--- config.mk ---
export PLATFORM = sky130hd
export DESIGN_NAME = bresenham_line_rasterizer
export DESIGN_NICKNAME = d
export VERILOG_FILES = /design/src/design/bres_pkg.sv /design/src/design/bres_front.sv /design/src/design/bres_queue.sv /design/src/design/bres_back.sv /design/src/design/bresenham_line_rasterizer.sv
export SDC_FILE = /design/constraint.sdc
export NUM_CORES = 1
export LEC_CHECK = 0
export BUFFER_PORTS_ARGS = -buffer_cell sky130_fd_sc_hd__buf_2
export CAP_MARGIN = 20
export CORE_MARGIN = 2
export CORE_UTILIZATION = 57
export CTS_BUF_LIST = sky130_fd_sc_hd__clkbuf_2
export CTS_CLUSTER_SIZE = 28
export DETAILED_ROUTE_END_ITERATION = 7
export PLACE_DENSITY_LB_ADDON = 0.12
export SYNTH_ARGS = -nofsm -noshare
export SYNTH_HDL_FRONTEND = slang
export SYNTH_SLANG_ARGS = --single-unit
export TNS_END_PERCENT = 30
--- constraint.sdc ---
create_clock -name clk -period 4.9 [get_ports clk]
set_input_delay 0.49 -clock clk [delete_from_list [all_inputs] [get_ports clk]]
set_output_delay 0.49 -clock clk [all_outputs]
set_load 0.02 [all_outputs]
--- src/design/bres_pkg.sv ---
// Shared types, constants and helpers for the line rasterizer.
package bres_pkg;

  // Width of the decision field on the result stream
  localparam int DEC_W = 8;

  // Status that the setup queue reports to both of its sides
  typedef struct packed {
    logic full;
    logic empty;
  } q_status_t;

  // Round a bit count up to whole bytes
  function automatic int pad_bytes(input int nbits);
    return ((nbits + 7) / 8) * 8;
  endfunction

endpackage

--- src/design/bres_front.sv ---
// Front end: accepts line requests and computes the per-line stepping setup.
module bres_front #(
  parameter int COORD_BITS = 6,
  parameter int ENTRY_W    = 6 * COORD_BITS + 9
) (
  input  logic                  in_valid,
  output logic                  in_ready,
  input  logic [COORD_BITS-1:0] start_x,
  input  logic [COORD_BITS-1:0] start_y,
  input  logic [COORD_BITS-1:0] end_x,
  input  logic [COORD_BITS-1:0] end_y,
  input  bres_pkg::q_status_t   q_status,
  output logic                  push,
  output logic [ENTRY_W-1:0]    entry
);

  localparam int DW = COORD_BITS + 2;

  logic [COORD_BITS-1:0] adx, ady, maj, mnr;
  logic                  x_dec, y_dec, x_major;
  logic signed [DW-1:0]  d0, inc_keep, inc_move;

  // Distances and directions
  always_comb begin
    x_dec   = end_x < start_x;
    y_dec   = end_y < start_y;
    adx     = x_dec ? (start_x - end_x) : (end_x - start_x);
    ady     = y_dec ? (start_y - end_y) : (end_y - start_y);
    x_major = adx >= ady;
    maj     = x_major ? adx : ady;
    mnr     = x_major ? ady : adx;
  end

  // Initial decision value and the two increments
  always_comb begin
    inc_keep = signed'({1'b0, mnr, 1'b0});
    inc_move = signed'({1'b0, mnr, 1'b0}) - signed'({1'b0, maj, 1'b0});
    d0       = signed'({1'b0, mnr, 1'b0}) - signed'({2'b00, maj});
  end

  assign in_ready = !q_status.full;
  assign push     = in_valid && in_ready;
  assign entry    = {start_x, start_y, x_dec, y_dec, x_major, maj, d0, inc_keep, inc_move};

endmodule

--- src/design/bres_queue.sv ---
// Two-entry queue that holds line setups between front and back end.
module bres_queue #(
  parameter int W = 8
) (
  input  logic                clk,
  input  logic                rst_n,
  input  logic                push,
  input  logic [W-1:0]        wdata,
  input  logic                pop,
  output logic [W-1:0]        rdata,
  output bres_pkg::q_status_t status
);

  logic [W-1:0] slot_r [2];
  logic         wr_ptr_r, rd_ptr_r;
  logic [1:0]   count_r;

  // Pointers and fill level
  always_ff @(posedge clk) begin
    if (!rst_n) begin
      wr_ptr_r <= 1'b0;
      rd_ptr_r <= 1'b0;
      count_r  <= 2'd0;
    end else begin
      if (push) wr_ptr_r <= !wr_ptr_r;
      if (pop)  rd_ptr_r <= !rd_ptr_r;
      case ({push, pop})
        2'b10:   count_r <= count_r + 2'd1;
        2'b01:   count_r <= count_r - 2'd1;
        default: count_r <= count_r;
      endcase
    end
  end

  // Storage
  always_ff @(posedge clk) begin
    if (push) slot_r[wr_ptr_r] <= wdata;
  end

  assign rdata        = slot_r[rd_ptr_r];
  assign status.full  = count_r == 2'd2;
  assign status.empty = count_r == 2'd0;

endmodule

--- src/design/bres_back.sv ---
// Back end: walks one line a pixel per cycle, while the output is not stalled, into a registered output.
module bres_back #(
  parameter int COORD_BITS = 6,
  parameter int ENTRY_W    = 6 * COORD_BITS + 9
) (
  input  logic                         clk,
  input  logic                         rst_n,
  input  bres_pkg::q_status_t          q_status,
  input  logic [ENTRY_W-1:0]           entry,
  output logic                         pop,
  output logic                         out_valid,
  input  logic                         out_ready,
  output logic [COORD_BITS-1:0]        pixel_x,
  output logic [COORD_BITS-1:0]        pixel_y,
  output logic [bres_pkg::DEC_W-1:0]   decision,
  output logic                         last_pixel
);

  localparam int DW = COORD_BITS + 2;

  // Unpacked setup
  logic [COORD_BITS-1:0] e_x0, e_y0, e_maj;
  logic                  e_x_dec, e_y_dec, e_x_major;
  logic signed [DW-1:0]  e_d0, e_keep, e_move;

  assign {e_x0, e_y0, e_x_dec, e_y_dec, e_x_major, e_maj, e_d0, e_keep, e_move} = entry;

  // Walk state
  logic                  busy_r;
  logic [COORD_BITS-1:0] x_r, y_r, rem_r;
  logic                  x_dec_r, y_dec_r, x_major_r;
  logic signed [DW-1:0]  d_r, keep_r, move_r;

  // Output register
  logic                       out_valid_r, last_r;
  logic [COORD_BITS-1:0]      px_r, py_r;
  logic [bres_pkg::DEC_W-1:0] dec_r;

  logic                  emit, minor_move;
  logic [COORD_BITS-1:0] x_nxt, y_nxt, x_adj, y_adj;
  logic signed [DW-1:0]  d_nxt;
  logic signed [31:0]    d_ext;

  assign pop  = !busy_r && !q_status.empty;
  assign emit = busy_r && (!out_valid_r || out_ready);

  // One Bresenham step from the current pixel
  always_comb begin
    minor_move = !d_r[DW-1];
    d_nxt      = minor_move ? (d_r + move_r) : (d_r + keep_r);
    x_adj      = x_dec_r ? (x_r - 1'b1) : (x_r + 1'b1);
    y_adj      = y_dec_r ? (y_r - 1'b1) : (y_r + 1'b1);
    x_nxt      = (x_major_r || minor_move) ? x_adj : x_r;
    y_nxt      = (!x_major_r || minor_move) ? y_adj : y_r;
    d_ext      = 32'(d_r);
  end

  // Control
  always_ff @(posedge clk) begin
    if (!rst_n) begin
      busy_r      <= 1'b0;
      out_valid_r <= 1'b0;
    end else begin
      if (pop)            busy_r <= 1'b1;
      else if (emit)      busy_r <= rem_r != '0;
      if (emit)           out_valid_r <= 1'b1;
      else if (out_ready) out_valid_r <= 1'b0;
    end
  end

  // Datapath
  always_ff @(posedge clk) begin
    if (pop) begin
      x_r       <= e_x0;
      y_r       <= e_y0;
      d_r       <= e_d0;
      rem_r     <= e_maj;
      x_dec_r   <= e_x_dec;
      y_dec_r   <= e_y_dec;
      x_major_r <= e_x_major;
      keep_r    <= e_keep;
      move_r    <= e_move;
    end else if (emit) begin
      x_r   <= x_nxt;
      y_r   <= y_nxt;
      d_r   <= d_nxt;
      rem_r <= rem_r - 1'b1;
    end
    if (emit) begin
      px_r   <= x_r;
      py_r   <= y_r;
      dec_r  <= d_ext[bres_pkg::DEC_W-1:0];
      last_r <= rem_r == '0;
    end
  end

  assign out_valid  = out_valid_r;
  assign pixel_x    = px_r;
  assign pixel_y    = py_r;
  assign decision   = dec_r;
  assign last_pixel = last_r;

endmodule

--- src/design/bresenham_line_rasterizer.sv ---
// Top level of the Bresenham line rasterizer.
// Usage:
//   Input stream (in_*): one beat is one line request, start and end point.
//   Output stream (out_*): one beat per pixel, start point first, end point
//   last with out_tlast high; covers all octants, both endpoints included.
// First pixel: when the output is free, a request goes into the setup queue,
//   is popped into the walker, then the first pixel enters the output register.
// Walker: a line of major distance M gives M + 1 pixels. The walker loads the
//   setup, then advances one pixel per cycle while the output is not stalled;
//   it pops the next setup only once the current line is done.
// A two-entry setup queue lets requests be taken while a line is drawn;
//   in_tready drops only when that queue is full.
// Receiver stall: the pixel walker holds its position while a pixel is pending
//   and out_tready is low; the pending pixel stays registered on out_tdata.
// Reset (rst_n low, synchronous): queue emptied, walker idle, no output beat.
module bresenham_line_rasterizer #(
  parameter int COORD_BITS = 6
) (
  input  logic                    clk,
  input  logic                    rst_n,
  // start_x, start_y, end_x, end_y from bit 0 up, zero filled to bytes
  input  logic [bres_pkg::pad_bytes(4*COORD_BITS)-1:0] in_tdata,
  input  logic                    in_tvalid,
  output logic                    in_tready,
  // pixel_x, pixel_y, decision from bit 0 up, zero filled to bytes
  output logic [bres_pkg::pad_bytes(2*COORD_BITS+bres_pkg::DEC_W)-1:0] out_tdata,
  output logic                    out_tlast,
  output logic                    out_tvalid,
  input  logic                    out_tready
);

  localparam int ENTRY_W = 6 * COORD_BITS + 9;
  localparam int C       = COORD_BITS;
  localparam int OUT_W   = bres_pkg::pad_bytes(2 * COORD_BITS + bres_pkg::DEC_W);

  bres_pkg::q_status_t        q_status;
  logic                       push, pop;
  logic [ENTRY_W-1:0]         wr_entry, rd_entry;
  logic [C-1:0]               pixel_x, pixel_y;
  logic [bres_pkg::DEC_W-1:0] decision;

  bres_front #(.COORD_BITS(COORD_BITS), .ENTRY_W(ENTRY_W)) u_front (
    .in_valid (in_tvalid),
    .in_ready (in_tready),
    .start_x  (in_tdata[C-1:0]),
    .start_y  (in_tdata[2*C-1:C]),
    .end_x    (in_tdata[3*C-1:2*C]),
    .end_y    (in_tdata[4*C-1:3*C]),
    .q_status (q_status),
    .push     (push),
    .entry    (wr_entry)
  );

  bres_queue #(.W(ENTRY_W)) u_queue (
    .clk    (clk),
    .rst_n  (rst_n),
    .push   (push),
    .wdata  (wr_entry),
    .pop    (pop),
    .rdata  (rd_entry),
    .status (q_status)
  );

  bres_back #(.COORD_BITS(COORD_BITS), .ENTRY_W(ENTRY_W)) u_back (
    .clk        (clk),
    .rst_n      (rst_n),
    .q_status   (q_status),
    .entry      (rd_entry),
    .pop        (pop),
    .out_valid  (out_tvalid),
    .out_ready  (out_tready),
    .pixel_x    (pixel_x),
    .pixel_y    (pixel_y),
    .decision   (decision),
    .last_pixel (out_tlast)
  );

  // Pack the pixel beat
  assign out_tdata = OUT_W'({decision, pixel_y, pixel_x});

endmodule

# After elaboration in Yosys (flattened, before gate mapping)

Memory sizes are Yosys's and may differ from the RTL's. A register that Yosys moved wholly into a read port is not among the register bits.
Cells that the tools add are included.

Add/subtract/negate cells: 15
$lt $le $gt $ge: 3
Eq/ne operators: 3
Muxes and demuxes: 26
Reductions and logical operators: 24

Operators with widths:

| operator              | count |
|---|---|
| $mux W6               | 14 |
| $mux W8               | 3 |
| $sub A6 B6 Y6         | 4 |
| $sub A6 B1 Y6 const B | 3 |
| $add A8 B8 Y8         | 2 |
| $add A6 B1 Y6 const B | 2 |
| $lt A6 B6 Y1          | 2 |
| $reduce_bool A2 Y1    | 5 |
| $logic_not A1 Y1      | 8 |
| $mux W1               | 8 |
| $sub A7 B6 Y8         | 1 |
| $sub A7 B7 Y8         | 1 |
| $ge A6 B6 Y1          | 1 |
| $logic_not A6 Y1      | 1 |
| $reduce_bool A6 Y1    | 1 |
| $eq A2 B2 Y1 const B  | 2 |
| $pmux W2 S2           | 1 |
| $reduce_and A2 Y1     | 2 |
| $logic_and A1 B1 Y1   | 3 |
| $logic_or A1 B1 Y1    | 3 |
| $add A2 B1 Y2 const B | 1 |
| $eq A2 B1 Y1 const B  | 1 |
| $logic_not A2 Y1      | 1 |
| $sub A2 B1 Y2 const B | 1 |

Register bits: 72
Memory bits (writable): 86
Bits of input ports: 28
Output and inout bits: 27
Logic and storage cells: 90
Memories: 1

Memories:

| name           | depth | width | rd ports | clocked after memory_dff | wr ports | RTL line         | text |
|---|---|---|---|---|---|---|---|
| u_queue.slot_r | 2     | 43    | 1        | 1                        | 1        | bres_queue.sv:14 | `logic [W-1:0] slot_r [2];` |

# Longest topological paths before layout

Word-level depth: 5
Mapped depth: 26
Gate-level depth less buffers: 24

# Modules after synthesis

From an unflattened synthesis, not the netlist that was laid out.

Cell total of the unflattened synthesis: 687
Area, all modules: 8727.1 um^2

By module, submodules not included:

| module                    | times used | cells an instance | area an instance (um^2) | seq. area each (um^2) |
|---|---|---|---|---|
| bres_queue                | 1          | 162               | 3450.8                  | 2802.7 |
| bres_back                 | 1          | 266               | 3344.5                  | 2021.9 |
| bres_front                | 1          | 254               | 1898.1                  | 0.0 |
| bresenham_line_rasterizer | 1          | 5                 | 33.8                    | 0.0 |

# Worst setup path after synthesis

No wires, ideal clock.

Path type: input -> register
Start point: input port in_tdata[18] (netlist bit)
End point: memory u_queue.slot_r[0][20] (netlist bit), data pin
Setup time: 272 ps
Arrival time: 5033 ps
Data required time: 4628 ps
Setup slack: -405 ps
Cell stages on the path: 24
Path buffers: 2
Cells stage by stage: inv_1 > ha_1 > inv_1 > fa_1 > a21o_4 > nand4_2 > a311oi_1 > a2111oi_2 > nor2b_1 > xor2_1 > ha_1 > a21o_1 > a41oi_4 > inv_4 > buf_2 > buf_2 > o21ai_0 > inv_1 > ha_1 > inv_1 > nor3_1 > nor3_1 > a311oi_1 > nand3_1

Cells in the longest elaborated chain, start to end: 5
Elaborated cells between the ends (all ways): 8
Those cells by class: add/sub (3); order compare (2); mux (3)

RTL lines:

| what                                          | RTL line                           | text |
|---|---|---|
| from (decl)                                   | bresenham_line_rasterizer.sv:22    | `input logic [bres_pkg::pad_bytes(4*COORD_BITS)-1:0] in_tdata,` |
| $sub A6 B6 Y6 or $lt A6 B6 Y1 (tied branches) | bres_front.sv:28, bres_front.sv:26 |  |
| $mux W6 *                                     | bres_front.sv:28                   | `ady = y_dec ? (start_y - end_y) : (end_y - start_y);` |
| $ge A6 B6 Y1 *                                | bres_front.sv:29                   | `x_major = adx >= ady;` |
| named net u_front.entry[30]                   | bres_front.sv:14                   | `output logic [ENTRY_W-1:0] entry` |
| $mux W6 *                                     | bres_front.sv:30                   | `maj = x_major ? adx : ady;` |
| named net u_front.entry[29]                   | bres_front.sv:14                   |  |
| $sub A7 B6 Y8 *                               | bres_front.sv:38                   | `d0 = signed'({1'b0, mnr, 1'b0}) - signed'({2'b00, maj});` |
| named net u_front.d0[6]                       | bres_front.sv:21                   | `logic signed [DW-1:0] d0, inc_keep, inc_move;` |
| to (decl)                                     | bres_queue.sv:14                   |  |

The timed path passes the listed nets; every way through them passes the cells marked *.

# Final worst setup path

Start point: input port in_tdata[11] (netlist bit)
End point: memory u_queue.slot_r[1][7] (netlist bit), data pin

Cells in the longest elaborated chain, start to end: 5
Elaborated cells between the ends (all ways): 8
Those cells by class: add/sub (3); order compare (2); mux (3)

RTL lines:

| what                                          | RTL line                           | text |
|---|---|---|
| $sub A6 B6 Y6 or $lt A6 B6 Y1 (tied branches) | bres_front.sv:28, bres_front.sv:26 |  |
| $mux W6 *                                     | bres_front.sv:28                   |  |
| $ge A6 B6 Y1                                  | bres_front.sv:29                   |  |
| $mux W6, on equally long branches             | bres_front.sv:31, bres_front.sv:30 |  |
| $sub A7 B7 Y8 *                               | bres_front.sv:37                   | `inc_move = signed'({1'b0, mnr, 1'b0}) - signed'({1'b0, maj, 1'b0});` |
| named net u_front.entry[7]                    | bres_front.sv:14                   |  |

Marks and branches as above.

==> flow_metrics.env <==
export IMPL_antenna_left=0
export IMPL_critPathCaptureType="flip-flop"
export IMPL_cap_violations=0
export IMPL_wirelength_um=18500
export IMPL_cts_sinks=152
export IMPL_required_ps=5460
export IMPL_clock_skew_ps=41.3
export IMPL_combPwrFrac_pct=52.0
export IMPL_chipHeight_um=126
export IMPL_synth_edf_count=145
export IMPL_fin_crit_ps=4790
export IMPL_start_util_pct=58.3
export IMPL_grt_use_total_pct=24.7
export IMPL_regArea_um2=4500
export IMPL_finalHoldViolations=0
export IMPL_rsz0062_at_grt="false"
export IMPL_drc=0
export IMPL_synth_cell_types=82
export IMPL_total_power_w=0.00654
export IMPL_synth_seq_cells=152
export IMPL_finalSetupViolations=0
export IMPL_dp_worst_setup_slack_ps=-304
export IMPL_portBuffers=50
export IMPL_rows=44
export IMPL_post_route_period_util_pct=97.7
export IMPL_drt_iter0_drc=391
export IMPL_core_area_um2=14600
export IMPL_avgSynthCellArea_um2=12.1
export IMPL_max_freq_mhz=209
export IMPL_layout_nets=937
export IMPL_clkLatencyLatePin_ps=720
export IMPL_tritoncts="built"
export IMPL_die_area_um2=15900
export IMPL_drt_pass1_iterations=5
export IMPL_die_w_um=126
export IMPL_gp_congestion=0.896
export IMPL_ys_async_sr_fraction_pct=0
export IMPL_numCtsBuffers=17
export IMPL_grt_max_degree=51
export IMPL_htreeDepth=4
export IMPL_swShare_pct=39.4
export IMPL_worstMarginPinSlew_ps=1030
export IMPL_grt_overflow=0
export IMPL_critPathArrivalTime_ps=5340
export IMPL_dp_hpwl_um=14200
export IMPL_hold_slack_ps=102
export IMPL_antenna_found_initial=1
export IMPL_slew_violations=0
export IMPL_yosysSeqAreaShare_pct=52.8
export IMPL_intPower_w=0.00397
export IMPL_placed_area_um2=9640
export IMPL_syn2layout_area_growth_pct=17.3
export IMPL_setup_ws_ps=112
export IMPL_multi_input_area_um2=3680
export IMPL_critPathLaunchType="input port"
export IMPL_design_area_um2=9990
export IMPL_p_sw_w=0.00257
export IMPL_peakVddDrop_mv=0.388
export IMPL_cts_reportedPaths_clkPinSlew_ps=230
export IMPL_status="completed"
export IMPL_ys_flop_type="edfxtp_1"
export IMPL_ioPinCount=55
export IMPL_cts_path_max_buffers=2
export IMPL_num_vias=5956
export IMPL_p_per_area_nw_per_um2=655
export IMPL_yosysWarnings=0
export IMPL_viasPerCell=5.66
export IMPL_postSynthCellCount=704
export IMPL_synthesis_area_um2=8510
export IMPL_cts_root_buf="clkbuf_2"
export IMPL_grt_pass1_wl_um=30700
export IMPL_worstPathMaxFanout=7
export IMPL_hold_path_class="input port to flip-flop"
export IMPL_slew_headroom_pct=30.7
export IMPL_fillers=1074
export IMPL_leakagePower_nw=4.06
export IMPL_critical_path_class="input port to flip-flop"
export IMPL_grt_pass1_vias=6187
export IMPL_pwr_share_seq_pct=37.8
export IMPL_p_clk_share_pct=10.2
export IMPL_wl_per_cell_um=17.6
export IMPL_drive_gt1_share_pct=29.0
-- final timing paths --
path	from	end	slack [ps]	cells past startpoint
worst max-delay path	in_tdata[11]	u_queue.slot_r[1][7]	110	23
worst min-delay path	in_tdata[6]	u_queue.slot_r[0][31]	100	2
worst max register to register	u_back.d_r[7]	u_back.d_r[7]	2100	11
worst min register to register	u_back.d_r[0]	u_back.decision[0]	450	0
-- worst max-delay path, stage by stage --
cell and delay [ps]:
dlygate4sd3_1 520, buf_2 120, inv_1 60, ha_1 380
buf_4 180, a21oi_4 250, a2111oi_2 120, a2111oi_2 350
nor2b_1 100, xor2_1 210, ha_1 280, buf_4 170
a41oi_4 340, nor2_1 70, a21oi_1 180, inv_1 90
or2_2 280, ha_1 190, a221oi_2 210, o22ai_1 150
a21oi_1 250, o21ai_0 110, a22oi_1 210
-- routing by layer --
layer	track usage (%)	vias up	share of wire, %
met2	41.6	153	49
met5	0	-	0
met4	8.86	0	2.0
met1	32.5	2882	46
met3	4.16	27	3.5
li1	-	2894	-
-- kinds of logic (layout without fill, tap and decap cells) --
kind of cell    after synthesis  count (layout)  share of synthesized area [%]
compound gates              161             161                           13.9
xor+xnor                     37              37                           3.81
fa+ha+maj                    56              56                           8.82
buf+inv                      99             259                           5.17
flops                       152             152                           52.8
mux                          46              46                           5.76
other cells                   1               5                         0.0441
simple gates                152             152                           9.66
-- area by class of cell --
| type | instances | share of cell area [%] |
|---|---|---|
| Sequential cell | 152 | 45.0 |
| Multi-Input combinational cell | 456 | 36.8 |
| Timing Repair Buffer | 159 | 10.9 |
| Inverter | 68 | 2.59 |
| Tap cell | 184 | 2.31 |
| Clock inverter | 14 | 1.42 |
| Clock buffer | 18 | 0.902 |
| Antenna cell | 1 | 0.0251 |
-- cells in the mapped netlist, types with 7 or more instances --
| master | count | area share (%) |
|---|---|---|
| dfxtp_1 | 7 | 1.6 |
| a21oi_1 | 38 | 2.2 |
| a211oi_1 | 15 | 1.3 |
| o21ai_0 | 28 | 1.6 |
| nor2b_1 | 16 | 1.2 |
| xor2_1 | 10 | 1.0 |
| mux2i_1 | 22 | 2.6 |
| o21a_1 | 7 | 0.62 |
| or3_1 | 7 | 0.51 |
| nor2_1 | 24 | 1.1 |
| inv_1 | 64 | 2.8 |
| nor3_1 | 12 | 0.71 |
| edfxtp_1 | 145 | 51 |
| nand3_1 | 12 | 0.71 |
| nand2b_1 | 8 | 0.59 |
| clkbuf_1 | 15 | 0.66 |
| nand2_1 | 35 | 1.5 |
| mux2_2 | 24 | 3.2 |
| ha_1 | 48 | 7.1 |
| a21o_1 | 11 | 0.97 |
| and2_1 | 8 | 0.59 |
| xnor2_1 | 27 | 2.8 |
| fa_1 | 7 | 1.6 |
-- cell usage in the layout, fill, tap and decap left out, types with 4 or more instances in the layout --
master         instances
edfxtp_1             145
buf_4                101
inv_1                 64
buf_2                 50
ha_1                  47
a21oi_1               37
nand2_1               35
xnor2_1               27
o21ai_0               25
mux2_2                24
nor2_1                22
mux2i_1               22
clkbuf_2              18
nor2b_1               16
a211oi_1              13
nand3_1               12
a21o_1                11
nor3_1                11
xor2_1                10
nand2b_1               8
and2_1                 8
dlygate4sd3_1          8
o21a_1                 7
or3_1                  7
a31oi_1                6
fa_1                   6
dfxtp_1                6
and3_1                 5
or2_2                  4
a311oi_1               4
o21bai_1               4
conb_1                 4
inv_6                  4
-- metrics by stage --
step | util (%) | std cells | setup TNS [ps]
finish | 68.4 | 1052 | 0
global route | 68.4 | 1052 | 0
CTS | 68.2 | 1050 | 0
detailed placement | 66.1 | 1010 | -2470
global placement | 66.1 | 1010 | -884
floorplan | - | 707 | 0
-- registers in the layout (all words and copies together), names as in the netlist, 2 cells and up, named ones only --
| signal | flops |
|---|---|
| u_back.keep_r | 6 |
| u_back.y_r | 6 |
| u_back.rem_r | 6 |
| u_back.d_r | 8 |
| u_queue.slot_r | 82 |
| u_back.decision | 8 |
| u_back.pixel_y | 6 |
| u_queue.count_r | 2 |
| u_back.pixel_x | 6 |
| u_back.move_r | 7 |
| u_back.x_r | 6 |
-- power by group through the flow --
stage / Sequential [W] / Clock (W) / Combinational, W
2_1_floorplan: 0.00248 / 0 / 0.00227
3_3_place_gp: 0.00248 / 0 / 0.00323
3_5_place_dp: 0.00251 / 0 / 0.00335
4_1_cts: 0.00248 / 0.000684 / 0.00338
5_1_grt: 0.00253 / 0.000735 / 0.00376
6_report: 0.00247 / 0.000665 / 0.00340
-- repair_timing --
| action | CTS | global route |
|---|---|---|
| hold endpoints to repair | 19 | 0 |
| resized for setup | 0 | 7 |
| endpoints found under the setup margin | 0 | 12 |
| setup buffers | 0 | 1 |
| hold buffers | 8 | 0 |
No activity file was read; power rests on OpenSTA's default activity.
